## config.mk

```make
export PLATFORM = sky130hd
export DESIGN_NAME = gnno_cell
export DESIGN_NICKNAME = d
export VERILOG_FILES = /design/src/hdl/greedy_nearest_neighbor_ordering_macros.svh /design/src/hdl/gnno_pkg.sv /design/src/hdl/gnno_cell.sv
export SDC_FILE = /design/constraint.sdc
export NUM_CORES = 1
export LEC_CHECK = 0
export ABC_CLOCK_PERIOD_IN_PS = 1300
export BUFFER_PORTS_ARGS = -buffer_cell sky130_fd_sc_hd__buf_2
export CAP_MARGIN = 30
export CORE_UTILIZATION = 40
export DETAILED_ROUTE_END_ITERATION = 10
export MAX_ROUTING_LAYER = met4
export PLACE_DENSITY = 0.89
export SYNTH_ARGS = -nofsm -noshare
export SYNTH_HDL_FRONTEND = slang
export SYNTH_SLANG_ARGS = --single-unit
```

## constraint.sdc

```tcl
create_clock -name clk_i -period 1.3 [get_ports clk_i]
set_input_delay 0.065 -clock clk_i [delete_from_list [all_inputs] [get_ports clk_i]]
set_output_delay 0.065 -clock clk_i [all_outputs]
set_load 0.1 [all_outputs]
```

## src/hdl/greedy_nearest_neighbor_ordering_macros.svh

```systemverilog
// Assertion macros for the greedy nearest-neighbour ordering block.
// Used by the RTL files that carry concurrent assertions; needs clk_i and rst_ni.
`ifndef GREEDY_NEAREST_NEIGHBOR_ORDERING_MACROS_SVH
`define GREEDY_NEAREST_NEIGHBOR_ORDERING_MACROS_SVH

// The consequent must hold in the same cycle as the antecedent.
`define GNNO_ASSERT_IMPL(lbl, ante, cons) \
  lbl: assert property (@(posedge clk_i) disable iff (!rst_ni) (ante) |-> (cons)) \
    else $error("assertion failed");

// The consequent must hold in the cycle after the antecedent.
`define GNNO_ASSERT_NEXT(lbl, ante, cons) \
  lbl: assert property (@(posedge clk_i) disable iff (!rst_ni) (ante) |=> (cons)) \
    else $error("assertion failed");

`endif

```

## src/hdl/gnno_pkg.sv

```systemverilog
// Package for the greedy nearest-neighbour ordering block.
// Holds word types, cell and search structs, constants and the state enum.
`default_nettype none
package gnno_pkg;

  localparam int MAX_POINTS = 64;
  localparam int IDX_W      = $clog2(MAX_POINTS);
  localparam int CNT_W      = $clog2(MAX_POINTS + 1);
  localparam int SCAN_LEN   = MAX_POINTS + 2;
  localparam int SCAN_W     = $clog2(SCAN_LEN);
  localparam int COORD_W    = 24;
  localparam int DIFF_W     = COORD_W + 1;
  localparam int SQ_W       = 2 * DIFF_W;
  localparam int DIST_W     = SQ_W + 1;

  localparam logic CFG_DATUM_X = 1'b0;
  localparam logic CFG_DATUM_Z = 1'b1;

  typedef logic signed [COORD_W-1:0] coord_t;

  typedef struct packed {
    coord_t point_x;
    coord_t point_z;
    logic   final_point;
  } in_word_t;

  typedef struct packed {
    coord_t out_x;
    coord_t out_z;
    logic   end_of_run;
    logic   points_dropped;
  } out_word_t;

  typedef struct packed {
    logic             valid;
    logic             taken;
    logic [IDX_W-1:0] idx;
    coord_t           x;
    coord_t           z;
  } cell_t;

  typedef struct packed {
    logic             found;
    logic [IDX_W-1:0] idx;
    coord_t           x;
    coord_t           z;
  } best_t;

  typedef enum logic [1:0] {
    S_LOAD,
    S_SCAN,
    S_MARK
  } state_e;

endpackage
`default_nettype wire

```

## src/hdl/gnno_cell.sv

```systemverilog
// One cell of the point ring: holds a stored point with its flags.
// Depends on gnno_pkg.
`default_nettype none
module gnno_cell (
  input  wire                          clk_i,
  input  wire                          rst_ni,
  input  wire                          shift_i,
  input  wire                          clear_i,
  input  wire                          mark_i,
  input  wire  [gnno_pkg::IDX_W-1:0]   mark_idx_i,
  input  gnno_pkg::cell_t              cell_i,
  output gnno_pkg::cell_t              cell_o
);

  logic valid_q, valid_d, taken_q, taken_d;
  logic [gnno_pkg::IDX_W-1:0] idx_q;
  gnno_pkg::coord_t x_q, z_q;

  always_comb begin
    valid_d = valid_q;
    taken_d = taken_q;
    priority if (clear_i) begin
      valid_d = 1'b0;
      taken_d = 1'b0;
    end else if (shift_i) begin
      valid_d = cell_i.valid;
      taken_d = cell_i.taken;
    end else if (mark_i && valid_q && idx_q == mark_idx_i) begin
      taken_d = 1'b1;
    end
  end

  always_ff @(posedge clk_i or negedge rst_ni) begin
    if (!rst_ni) begin
      valid_q <= 1'b0;
      taken_q <= 1'b0;
    end else begin
      valid_q <= valid_d;
      taken_q <= taken_d;
    end
  end

  always_ff @(posedge clk_i) begin
    if (shift_i) begin
      idx_q <= cell_i.idx;
      x_q   <= cell_i.x;
      z_q   <= cell_i.z;
    end
  end

  assign cell_o = '{valid: valid_q, taken: taken_q, idx: idx_q, x: x_q, z: z_q};

endmodule
`default_nettype wire

```

# Word level (Yosys, flattened, before mapping)
# Cells that the tools add are included.
dict set report word_totals {
  elab_cells 15
  in_bits 67
  out_inout_bits 56
  register_bits 56
}
dict set report op_classes {
  mux 5
  reduce_logical 4
  n_eq_ne 1
}
# operator count
set ops {}
lappend ops {{$eq A6 B6 Y1} 1}
lappend ops {{$mux W1} 5}
lappend ops {{$reduce_bool A3 Y1} 1}
lappend ops {{$logic_and A1 B1 Y1} 2}
lappend ops {{$reduce_bool A2 Y1} 1}

# Logic depth before layout (Yosys ltp)
dict set report logic_depth {
  ltp_word 5
  depth_mapped 3
  ltp_nobuf 3
}

# Worst setup path after synthesis
# Ideal clock, no wire load.
dict set report synth_path {
  path_kind {register to register}
  from {register idx_q[1] (netlist name)}
  to {register taken_q}
  path_stages_with_launch 4
  t_arrival_ns 1.438
  setup_slack_ns -0.233
  required_time_ns 1.204
  synth_period_minus_slack_ns 1.533
  path_buffers 0
  setup_ns 0.096
  cell_sequence {edfxtp_1 -> xnor2_1 -> nand4_1 -> o32ai_2}
}
dict set report synth_between {
  elab_chain_len 3
}
# item line
set synth_rtl {}
lappend synth_rtl {{from (decl)} gnno_cell.sv:16} ;# logic [gnno_pkg::IDX_W-1:0] idx_q;
lappend synth_rtl {{from (signal assigned)} gnno_cell.sv:45} ;# idx_q <= cell_i.idx;
lappend synth_rtl {{$eq A6 B6 Y1} gnno_cell.sv:28} ;# end else if (mark_i && valid_q && idx_q == mark_idx_i) begin
lappend synth_rtl {{$logic_and A1 B1 Y1} gnno_cell.sv:28}
lappend synth_rtl {{$reduce_bool A3 Y1 (no source line)} -}
lappend synth_rtl {{to (signal assigned)} gnno_cell.sv:39} ;# taken_q <= taken_d;
lappend synth_rtl {{to (decl)} gnno_cell.sv:15} ;# logic valid_q, valid_d, taken_q, taken_d;
# No other way between the ends.
# A chain may end at the register's enable or synchronous reset.

# Final worst setup path
dict set report layout_path {
  from {register idx_q[1] (netlist name)}
  to {output cell_o[49] (netlist name)}
}
# item line
set layout_rtl {}
lappend layout_rtl {{to (decl)} gnno_cell.sv:12} ;# output gnno_pkg::cell_t cell_o
# No word-level cell between the ends.

==> metrics.md <==
| Metric | Value |
|---|---|
| Leakage power | `0.00136 uW` |
| Fmax | `0.822 GHz` |
| Pwr dens | `1470 mW/mm^2` |
| CTS Buf Count | `5` |
| Via count | `1403` |
| Tightest Hold Check Type | `in2reg` |
| Full die area | `0.00478 sq mm` |
| Slew Limit Fails | `0` |
| Final Cycle Share | `93.6%` |
| Relative slew slack | `66.1%` |
| # clock sinks | `56` |
| Origin of the worst setup path | `idx_q[1]$_DFFE_PP_` |
| CP required | `1.24 ns` |
| Finish-stage setup viols | `0` |
| Worst setup margin | `0.0834 ns` |
| RSZ-0062 raised after global routing | `no` |
| Fin util | `72.1%` |
| Die Y-Extent | `69.2 um` |
| Final-stage net count | `323` |
| CP peak stage delay | `0.45 ns` |
| Pre-CTS setup slack | `0.288 ns` |
| Drt pass-1 iters | `4` |
| Final routed DRC violation total | `0` |
| CORE AREA | `0.00435 sq mm` |
| Yosys cell types | `11` |
| Vias per inst | `4.54` |
| Area of the multi-input gates | `118 sq um` |
| Reg clk slew, reported paths | `0.10 ns` |
| Largest net degree at the start of global routing | `55` |
| Outcome | `finished, final reports clean` |
| CTS tree | `yes` |
| Routed Wire Length | `4880 um` |
| Post-CTS setup buffers | `0` |
| Slowest cell on crit path | `buf_2` |
| # rows | `24` |
| Most common cell after layout, fill and taps aside | `buf_2` |
| Initial antenna violation count | `0` |
| H-tree depth | `2` |
| Initial Util | `41.4%` |
| Crit path max-delay family | `buffers and inverters` |
| Root buffer cell | `clkbuf_8` |
| Period minus WS final | `1.22 ns` |
| DP HPWL | `2770 um` |
| Critical Path Sink Type | `output pin` |
| Crit path cell chain | `buf_2` |
| Final Skew | `0.00341 ns` |
| CTS Hold Buffers Added | `56` |
| Post-synthesis register bit count | `56` |
| Grt total ovfl | `0` |
| Number of global-route vias before repair | `1476` |
| First-pass GRT wire length | `7530 um` |
| Max cap viols | `0` |
| Filler Cell Count | `289` |
| Initial DRC count | `97` |
| GP Congestion | `0.799` |
| Post-synthesis cell area | `0.00180 sq mm` |
| Placed insts | `245` |
| Most used cells in the layout excluding fill and tap cells | `buf_2, dlygate4sd3_1, edfxtp_1` |
| Syn Inst Count | `72` |
| Final antenna-violating net count | `0` |
| Final Hold Fails | `0` |
| Reg area | `0.00167 sq mm` |
| Syn_area_per_cell | `25.1 sq um` |
| Area Overhead vs Synth | `74.0%` |
| Crit Path Max Fanout | `2` |
| Post-CTS sizing | `0` |
| Share of layout cells above drive strength 1 | `51.4%` |
| Critical path startpoint category | `flop` |
| Reg2Reg Launch Point | `idx_q[5]$_DFFE_PP_` |
| Worst setup path category | `reg2out` |
| Maximum vdd drop | `0.00106 V` |
| Cell Count, Final, Fillers Out | `309` |
| Input/output buffers | `122` |
| Start point of the worst hold path | `cell_i[55]` |
| Ys Warns | `0` |
| WP data arrival | `1.15 ns` |
| Top Ports | `123` |
| Clk Latency, worst-skew pair | `0.31 ns` |
| Chip Width | `69.2 um` |
| Routed WL per cell | `15.8 um` |
| Worst-margin pin slew | `0.512 ns` |
| Inserted Diodes | `0` |
| Total GRT Usage | `21.8%` |
| Synth Net Count | `139` |
| Seq/Total Area, Yosys | `92.6%` |
| CTS Buffer Depth | `2` |
| Worst Path Buf+Inv | `1` |
-- per-layer routing --
| metal | GRT usage [%] | up-vias | share of wire [%] |
|---|---|---|---|
| met2 | 39.1 | 77 | 56 |
| li1 | - | 647 | - |
| met1 | 22.7 | 670 | 36 |
| met4 | 7.03 | 0 | 1.8 |
| met3 | 6.43 | 9 | 6.7 |
| met5 | - | - | 0 |
-- logic make-up (layout without fill, tap and decap cells) --
| kind of cell | after synthesis | count (layout) | share of synthesized area [%] |
|---|---|---|---|
| flops | 56 | 56 | 92.6 |
| mux | 2 | 2 | 1.11 |
| simple gates | 5 | 5 | 1.60 |
| buf+inv | 2 | 187 | 0.832 |
| xor+xnor | 6 | 6 | 2.91 |
| compound gates | 1 | 1 | 0.902 |
-- final timing paths --
| kind | cells past startpoint | slack [ns] | endpoint |
|---|---|---|---|
| max | 1 | 0.08 | cell_o[49] |
| min | 3 | 0.03 | valid_q$_DFFE_PN0P_ |
| max reg2reg | 3 | 0.12 | taken_q$_DFFE_PN0P_ |
| min reg2reg | 2 | 0.59 | valid_q$_DFFE_PN0P_ |
| max in group asynchronous | 2 | 1.14 | taken_q$_DFFE_PN0P_ |
| min in group asynchronous | 2 | 0.07 | valid_q$_DFFE_PN0P_ |
-- sequential cells by signal, indices dropped and copies added, names as in the netlist --
| signal | cells |
|---|---|
| valid_q | 1 |
| x_q | 24 |
| z_q | 24 |
| taken_q | 1 |
| idx_q | 6 |
-- worst register-to-register path, delay by kind of cell (launching register included) --
kind,cells,cell delay (ns)
simple gates,1,0.19
flops,1,0.43
xor+xnor,1,0.23
compound gates,1,0.24
-- cells in the mapped netlist --
master / count / area share (%)
nand2_1: 1 / 0.21
dfrtp_1: 2 / 2.8
nand4b_1: 1 / 0.49
o32ai_2: 1 / 0.90
nand2b_1: 1 / 0.35
mux2i_1: 2 / 1.1
nand4_1: 1 / 0.35
nor2_1: 1 / 0.21
buf_4: 2 / 0.83
xnor2_1: 6 / 2.9
edfxtp_1: 54 / 90
-- final cells by class --
cell class / count / area share (%)
sequential: 56 / 53.2
timing repair buffer: 179 / 37.9
multi-input combinational: 14 / 3.75
clock buffer: 5 / 2.19
tap: 52 / 2.07
clock inverter: 3 / 0.797
-- power by group --
group	internal [uW]	leakage, uW	switching (uW)
combinational	295	0.000759	1170
sequential	2130	0.000555	43.8
clock	394	0.0000452	569
-- through the flow --
stage	power (uW)	cell area, sq um	setup TNS (ns)	hold slack [ns]
floorplan	3270	1800	-0.225	-0.231
global placement	3520	2480	0	-0.148
detailed placement	3540	2480	0	-0.147
CTS	4620	3140	0	0.00134
global route	4760	3140	0	0.0573
finish	4600	3140	0	0.0265
(Power assumes the default switching activity.)
