==> src/hdl/greedy_nearest_neighbor_ordering_macros.svh <==
// Assertion macros for the greedy nearest-neighbour ordering block.
// Used by the RTL files that carry concurrent assertions; needs clk_i and rst_ni.
`ifndef GREEDY_NEAREST_NEIGHBOR_ORDERING_MACROS_SVH
`define GREEDY_NEAREST_NEIGHBOR_ORDERING_MACROS_SVH

// The consequent must hold in the same cycle as the antecedent.
`define GNNO_ASSERT_IMPL(lbl, ante, cons) \
  lbl: assert property (@(posedge clk_i) disable iff (!rst_ni) (ante) |-> (cons)) \
    else $error("assertion failed");

// The consequent must hold in the cycle after the antecedent.
`define GNNO_ASSERT_NEXT(lbl, ante, cons) \
  lbl: assert property (@(posedge clk_i) disable iff (!rst_ni) (ante) |=> (cons)) \
    else $error("assertion failed");

`endif

==> src/hdl/gnno_pkg.sv <==
// Package for the greedy nearest-neighbour ordering block.
// Holds word types, cell and search structs, constants and the state enum.
`default_nettype none
package gnno_pkg;

  localparam int MAX_POINTS = 64;
  localparam int IDX_W      = $clog2(MAX_POINTS);
  localparam int CNT_W      = $clog2(MAX_POINTS + 1);
  localparam int SCAN_LEN   = MAX_POINTS + 2;
  localparam int SCAN_W     = $clog2(SCAN_LEN);
  localparam int COORD_W    = 24;
  localparam int DIFF_W     = COORD_W + 1;
  localparam int SQ_W       = 2 * DIFF_W;
  localparam int DIST_W     = SQ_W + 1;

  localparam logic CFG_DATUM_X = 1'b0;
  localparam logic CFG_DATUM_Z = 1'b1;

  typedef logic signed [COORD_W-1:0] coord_t;

  typedef struct packed {
    coord_t point_x;
    coord_t point_z;
    logic   final_point;
  } in_word_t;

  typedef struct packed {
    coord_t out_x;
    coord_t out_z;
    logic   end_of_run;
    logic   points_dropped;
  } out_word_t;

  typedef struct packed {
    logic             valid;
    logic             taken;
    logic [IDX_W-1:0] idx;
    coord_t           x;
    coord_t           z;
  } cell_t;

  typedef struct packed {
    logic             found;
    logic [IDX_W-1:0] idx;
    coord_t           x;
    coord_t           z;
  } best_t;

  typedef enum logic [1:0] {
    S_LOAD,
    S_SCAN,
    S_MARK
  } state_e;

endpackage
`default_nettype wire

==> src/hdl/gnno_dist.sv <==
// Distance pipeline at the ring head: difference, square, then sum and best-so-far.
// Depends on gnno_pkg.
`default_nettype none
module gnno_dist (
  input  wire                clk_i,
  input  wire                rst_ni,
  input  wire                start_i,
  input  wire                en_i,
  input  gnno_pkg::cell_t    head_i,
  input  gnno_pkg::coord_t   target_x_i,
  input  gnno_pkg::coord_t   target_z_i,
  output gnno_pkg::best_t    best_o
);

  logic                              v1_q, v2_q;
  logic signed [gnno_pkg::DIFF_W-1:0] dx_q, dz_q;
  logic [gnno_pkg::IDX_W-1:0]        idx1_q, idx2_q;
  gnno_pkg::coord_t                  x1_q, z1_q, x2_q, z2_q;
  logic signed [gnno_pkg::SQ_W-1:0]  sqx_q, sqz_q;
  logic [gnno_pkg::DIST_W-1:0]       sq_sum, best_d_q, best_d_d;
  logic                              found_q, found_d, base_found, better;
  logic [gnno_pkg::IDX_W-1:0]        best_idx_q, best_idx_d;
  gnno_pkg::coord_t                  best_x_q, best_x_d, best_z_q, best_z_d;

  always_ff @(posedge clk_i or negedge rst_ni) begin
    if (!rst_ni) begin
      v1_q    <= 1'b0;
      v2_q    <= 1'b0;
      found_q <= 1'b0;
    end else begin
      v1_q    <= en_i && head_i.valid && !head_i.taken;
      v2_q    <= v1_q;
      found_q <= found_d;
    end
  end

  always_ff @(posedge clk_i) begin
    dx_q     <= {head_i.x[gnno_pkg::COORD_W-1], head_i.x}
              - {target_x_i[gnno_pkg::COORD_W-1], target_x_i};
    dz_q     <= {head_i.z[gnno_pkg::COORD_W-1], head_i.z}
              - {target_z_i[gnno_pkg::COORD_W-1], target_z_i};
    idx1_q   <= head_i.idx;
    x1_q     <= head_i.x;
    z1_q     <= head_i.z;
    sqx_q    <= dx_q * dx_q;
    sqz_q    <= dz_q * dz_q;
    idx2_q   <= idx1_q;
    x2_q     <= x1_q;
    z2_q     <= z1_q;
    best_d_q   <= best_d_d;
    best_idx_q <= best_idx_d;
    best_x_q   <= best_x_d;
    best_z_q   <= best_z_d;
  end

  always_comb begin
    sq_sum = {1'b0, sqx_q} + {1'b0, sqz_q};
    base_found = found_q && !start_i;
    better = !base_found || sq_sum < best_d_q
             || (sq_sum == best_d_q && idx2_q < best_idx_q);
    found_d    = base_found;
    best_d_d   = best_d_q;
    best_idx_d = best_idx_q;
    best_x_d   = best_x_q;
    best_z_d   = best_z_q;
    if (v2_q && better) begin
      found_d    = 1'b1;
      best_d_d   = sq_sum;
      best_idx_d = idx2_q;
      best_x_d   = x2_q;
      best_z_d   = z2_q;
    end
  end

  assign best_o = '{found: found_q, idx: best_idx_q, x: best_x_q, z: best_z_q};

endmodule
`default_nettype wire

==> config.mk <==
export PLATFORM = sky130hd
export DESIGN_NAME = gnno_dist
export DESIGN_NICKNAME = d
export VERILOG_FILES = /design/src/hdl/greedy_nearest_neighbor_ordering_macros.svh /design/src/hdl/gnno_pkg.sv /design/src/hdl/gnno_dist.sv
export SDC_FILE = /design/constraint.sdc
export NUM_CORES = 2
export LEC_CHECK = 0
export BUFFER_PORTS_ARGS = -buffer_cell sky130_fd_sc_hd__buf_2
export CAP_MARGIN = 5
export CELL_PAD_IN_SITES_DETAIL_PLACEMENT = 1
export CELL_PAD_IN_SITES_GLOBAL_PLACEMENT = 1
export CORE_UTILIZATION = 51
export CTS_BUF_LIST = sky130_fd_sc_hd__clkbuf_4 sky130_fd_sc_hd__clkbuf_8
export CTS_CLUSTER_DIAMETER = 60
export CTS_CLUSTER_SIZE = 16
export DETAILED_ROUTE_END_ITERATION = 10
export MAX_ROUTING_LAYER = met4
export PLACE_DENSITY = 0.83
export SYNTH_ARGS = -nofsm -noshare
export SYNTH_HDL_FRONTEND = slang
export SYNTH_SLANG_ARGS = --single-unit
==> constraint.sdc <==
create_clock -name clk_i -period 34 [get_ports clk_i]
set_input_delay 6.8 -clock clk_i [delete_from_list [all_inputs] [get_ports clk_i]]
set_output_delay 6.8 -clock clk_i [all_outputs]
set_load 0.005 [all_outputs]
-- Word level (Yosys, flattened, before mapping)
Index checks and enable logic that the tools add are counted.
- flip-flop bits (word level): 366
- input bits: 108
- output and inout port bits: 55
- $add $sub $neg: 3
- multipliers: 2
- magnitude comparators: 2
- equal/unequal tests: 1
- mux-type cells: 1
- reduce and logical (&&, ||, !) cells: 10
- operator list (cell ; count):
    $mul A25 B25 Y50 ; 2
    $add A50 B50 Y51 ; 1
    $eq A51 B51 Y1 ; 1
    $lt A51 B51 Y1 ; 1
    $sub A24 B24 Y25 ; 2
    $lt A6 B6 Y1 ; 1
    $logic_and A1 B1 Y1 ; 5
    $logic_not A1 Y1 ; 3
    $logic_or A1 B1 Y1 ; 2
    $mux W1 ; 1

-- Logic depth before layout (Yosys ltp)
- word-level depth: 7
- gate-level depth with buffers: 30

-- Least setup slack after synthesis
No wires, ideal clock.
- path kind: input port to flip-flop
- from: input start_i
- to: register best_d_q[0] in the netlist's numbering, enable pin
- library setup time: 0.730 ns
- arrival: 14.473 ns
- required time: 33.270 ns
- path slack: 18.797 ns
- stages on the path: 3
- path buffers: 0
- cells stage by stage: nand2b_1 a21oi_1 a21boi_0
- word-level cells in the longest chain between the ends: 6
- ends and longest elaborated chain (element ; RTL line ; text):
    start, declared ; gnno_dist.sv:7 ; input wire start_i,
    $logic_not A1 Y1 ; gnno_dist.sv:58 ; base_found = found_q && !start_i;
    $logic_and A1 B1 Y1 ; gnno_dist.sv:58 ;
    $logic_not A1 Y1 ; gnno_dist.sv:59 ; better = !base_found || sq_sum < best_d_q
    $logic_or A1 B1 Y1 ; gnno_dist.sv:59 ;
    $logic_or A1 B1 Y1 ; gnno_dist.sv:60 ; || (sq_sum == best_d_q && idx2_q < best_idx_q);
    $logic_and A1 B1 Y1 ; gnno_dist.sv:66 ; if (v2_q && better) begin
    end signal, assigned ; gnno_dist.sv:50 ; best_d_q <= best_d_d;
    end, declared ; gnno_dist.sv:20 ; logic [gnno_pkg::DIST_W-1:0] sq_sum, best_d_q, best_d_d;
No other way between the ends.
A chain may end at the register's enable or synchronous reset.

-- Final worst setup path
- from: input head_i[0] in the netlist's numbering
- to: register dz_q[24] in the netlist's numbering
- word-level cells in the longest chain between the ends: 1
- ends and longest elaborated chain (element ; RTL line ; text):
    start, declared ; gnno_dist.sv:9 ; input gnno_pkg::cell_t head_i,
    $sub A24 B24 Y25 ; gnno_dist.sv:41 ; - {target_z_i[gnno_pkg::COORD_W-1], target_z_i};
    end signal, assigned ; gnno_dist.sv:40 ; dz_q <= {head_i.z[gnno_pkg::COORD_W-1], head_i.z}
    end, declared ; gnno_dist.sv:16 ; logic signed [gnno_pkg::DIFF_W-1:0] dx_q, dz_q;
No other way between the ends.

==> results.py <==
metrics = {
    "global_route": {
        "grt_overflow": 0,
        "use_met2": 0.531,
        "gr-usage-all-layers": 0.295,
        "grt_pass1_vias": 45900,
        "grt_pass1_wl_um": 241000,
        "grt_util_met1": 0.325,
        "grt_use_met3": 0.0375,
        "grt_max_degree": 57,
        "busiest_layer": "met2",
        "antenna_found_initial": 3,
    },
    "critical_path": {
        "worstPathCellList": "buf_2 -> inv_1 -> ha_1 -> fa_1 -> nand2b_1 -> a21boi_0 -> o21ai_0 -> a21oi_1 -> o21ai_0 -> a41oi_1 -> a21o_1 -> nand4_1 -> a31oi_1 -> a2111oi_0 -> a21o_1",
        "critPathCaptureType": "register",
        "crit_fanout": 2,
        "path_buf_inv": 2,
        "slowest_delay_ns": 0.41,
        "start_kind": "input pin",
        "critical_path_required_ns": 34.53,
        "critPathKind": "input pin to register",
        "cp.arrival_ns": 9.96,
        "cp_slowest_cell": "fa_1",
        "crit_family": "compound AO/OA/AOI/OAI gates",
    },
    "die": {
        "dieArea_um2": 109000,
        "start_util": 0.514,
        "core_area_um2": 107000,
        "fp.dieH_um": 330,
        "dieWidth_um": 330,
        "ios": 163,
        "rows": 120,
    },
    "clock_network": {
        "cts_tree": "done",
        "cts_resized": 0,
        "cts_buffer_depth": 3,
        "post_cts_buffers": 0,
        "clk_latency_ns": 0.66,
        "hold_buffers": 0,
        "cts_htree_levels": 2,
        "cts_root_buffer": "clkbuf_8",
        "clk_pin_slew_worst_paths_ns": 0.09,
        "cts_buffers": 37,
        "cts_sinks": 364,
    },
    "sta": {
        "post-route-period-util": 0.277,
        "tightest_slew_ns": 1.03,
        "drv_slew": 0,
        "hold_violations": 0,
        "setup_viol": 0,
        "period_minus_slack_ns": 9.43,
        "tns_ns": 0,
        "maxSlewHeadroom": 0.307,
        "rsz0062_at_grt": "no",
        "fin_worst_skew_ns": 0.0390,
        "fmax_mhz": 106,
    },
    "synth": {
        "async_flop_share": 0.00824,
        "yosysMostFrequentCell": "inv_1",
        "syn-num-nets": 7245,
        "synth_edf_count": 105,
        "synth_common_cells": "inv_1, fa_1, ha_1",
        "syn_inst": 5467,
        "yosys.cell_types.count": 83,
        "syn_area_um2": 55000,
        "synth_flop_cell": "dfxtp_1",
        "yosys_warnings": 0,
        "syn_avg_cell_area_um2": 10.1,
        "ys_ff_latch": 364,
        "yosysTopAreaCellShare": 0.444,
        "ys_seq_area_frac": 0.152,
        "synth_largest_area_cell": "fa_1",
        "yosys-top-cells-area": "fa_1, inv_1, ha_1",
    },
    "route": {
        "num_vias": 37700,
        "wl_um": 149000,
        "wl_per_cell_um": 21.2,
        "vias_per_cell": 5.36,
        "antenna_left": 0,
        "initialDrtViolationCount": 1688,
        "first_pass_iters": 5,
        "drc": 0,
    },
    "layout": {
        "syn_to_final_growth_pct": 6.08,
        "nFillCells": 12000,
        "fin_nets": 7368,
        "drive_gt1_frac": 0.0573,
    },
    "place": {
        "io_buffers": 162,
        "place_congestion": 0.918,
        "post-dp-hpwl_um": 124000,
    },
    "run_status": {
        "status": "finished clean",
    },
    "worst_hold_path": {
        "hp-class": "register to register",
    },
    "job": {
        "drv_cap": 0,
    },
}
## stage by stage
stage / utilization / std cells / area [µm²] / worst slack, ns / hold WS [ns]
2_1_floorplan: - / 5467 / 55000 / 18.80 / 0.310
3_3_place_gp: 0.537 / 6954 / 57500 / 24.25 / 0.310
3_5_place_dp: 0.537 / 6954 / 57500 / 23.99 / 0.313
4_1_cts: 0.545 / 7022 / 58300 / 24.70 / 0.314
5_1_grt: 0.545 / 7025 / 58400 / 24.39 / 0.325
6_report: 0.545 / 7025 / 58400 / 24.57 / 0.334
## cell families (layout without fill, tap and decap cells)
group           count (synthesis)  in the layout  synth area share
mux                             3              3          0.000591
compound gates                526            526            0.0627
simple gates                 1064           1064            0.0948
fa+ha+maj                    1670           1670             0.546
other cells                     0              3                 0
flops                         364            364             0.152
buf+inv                      1640           1792             0.112
xor+xnor                      200            200            0.0318
## layer usage
layer  vias up  routed length, µm  share of wire
met4         0               7110          0.048
met5         -                  0              0
met3       442               6590          0.044
li1      16500                  -              -
met2       979              79900           0.54
met1     19700              55000           0.37
## final cells by class
| cell class | count | area [µm²] | area share |
|---|---|---|---|
| clock buffers | 46 | 589 | 0.0101 |
| clock inverters | 22 | 268 | 0.00459 |
| well taps | 1403 | 1760 | 0.0301 |
| multi-input cells | 3463 | 40500 | 0.694 |
| repair buffers | 215 | 1210 | 0.0207 |
| flip-flops and latches | 364 | 8360 | 0.143 |
| diodes | 3 | 7.51 | 0.000129 |
| inverters | 1509 | 5660 | 0.0971 |
## registers in the layout, summed over array words and instances (netlist names), 6 cells and up
| register | count |
|---|---|
| dz_q | 25 |
| x2_q | 24 |
| z1_q | 24 |
| sqx_q | 49 |
| z2_q | 24 |
| idx2_q | 6 |
| best_d_q | 51 |
| best_idx_q | 6 |
| best_z_q | 24 |
| sqz_q | 49 |
| best_x_q | 24 |
| x1_q | 24 |
| dx_q | 25 |
| idx1_q | 6 |
## cells in the final DEF (no fill, tap or decap), drive strengths merged, types with 102 or more instances in the layout
cell    synthesis  routed
buf             3     215
edfxtp        105     105
o21ai         102     102
nand2         423     423
and2          237     237
fa           1219    1219
a21oi         163     163
ha            451     451
nor2          148     148
dfxtp         256     256
inv          1509    1515
xnor2         146     146
## worst paths after layout
path                            from        end  slack (ns)  cells past startpoint
max                        head_i[0]   dz_q[24]       24.57                     15
min                          z1_q[4]    z2_q[4]        0.33                      0
max reg2reg                 dx_q[15]  sqx_q[49]       25.61                     28
min reg2reg                  z1_q[4]    z2_q[4]        0.33                      0
max in group asynchronous     rst_ni       v2_q       27.96                      1
min in group asynchronous     rst_ni       v1_q        5.93                      1
Power is left out: the tool's default activity adds up to more than one toggle a clock period on the data nets, which glitch-free logic cannot reach.
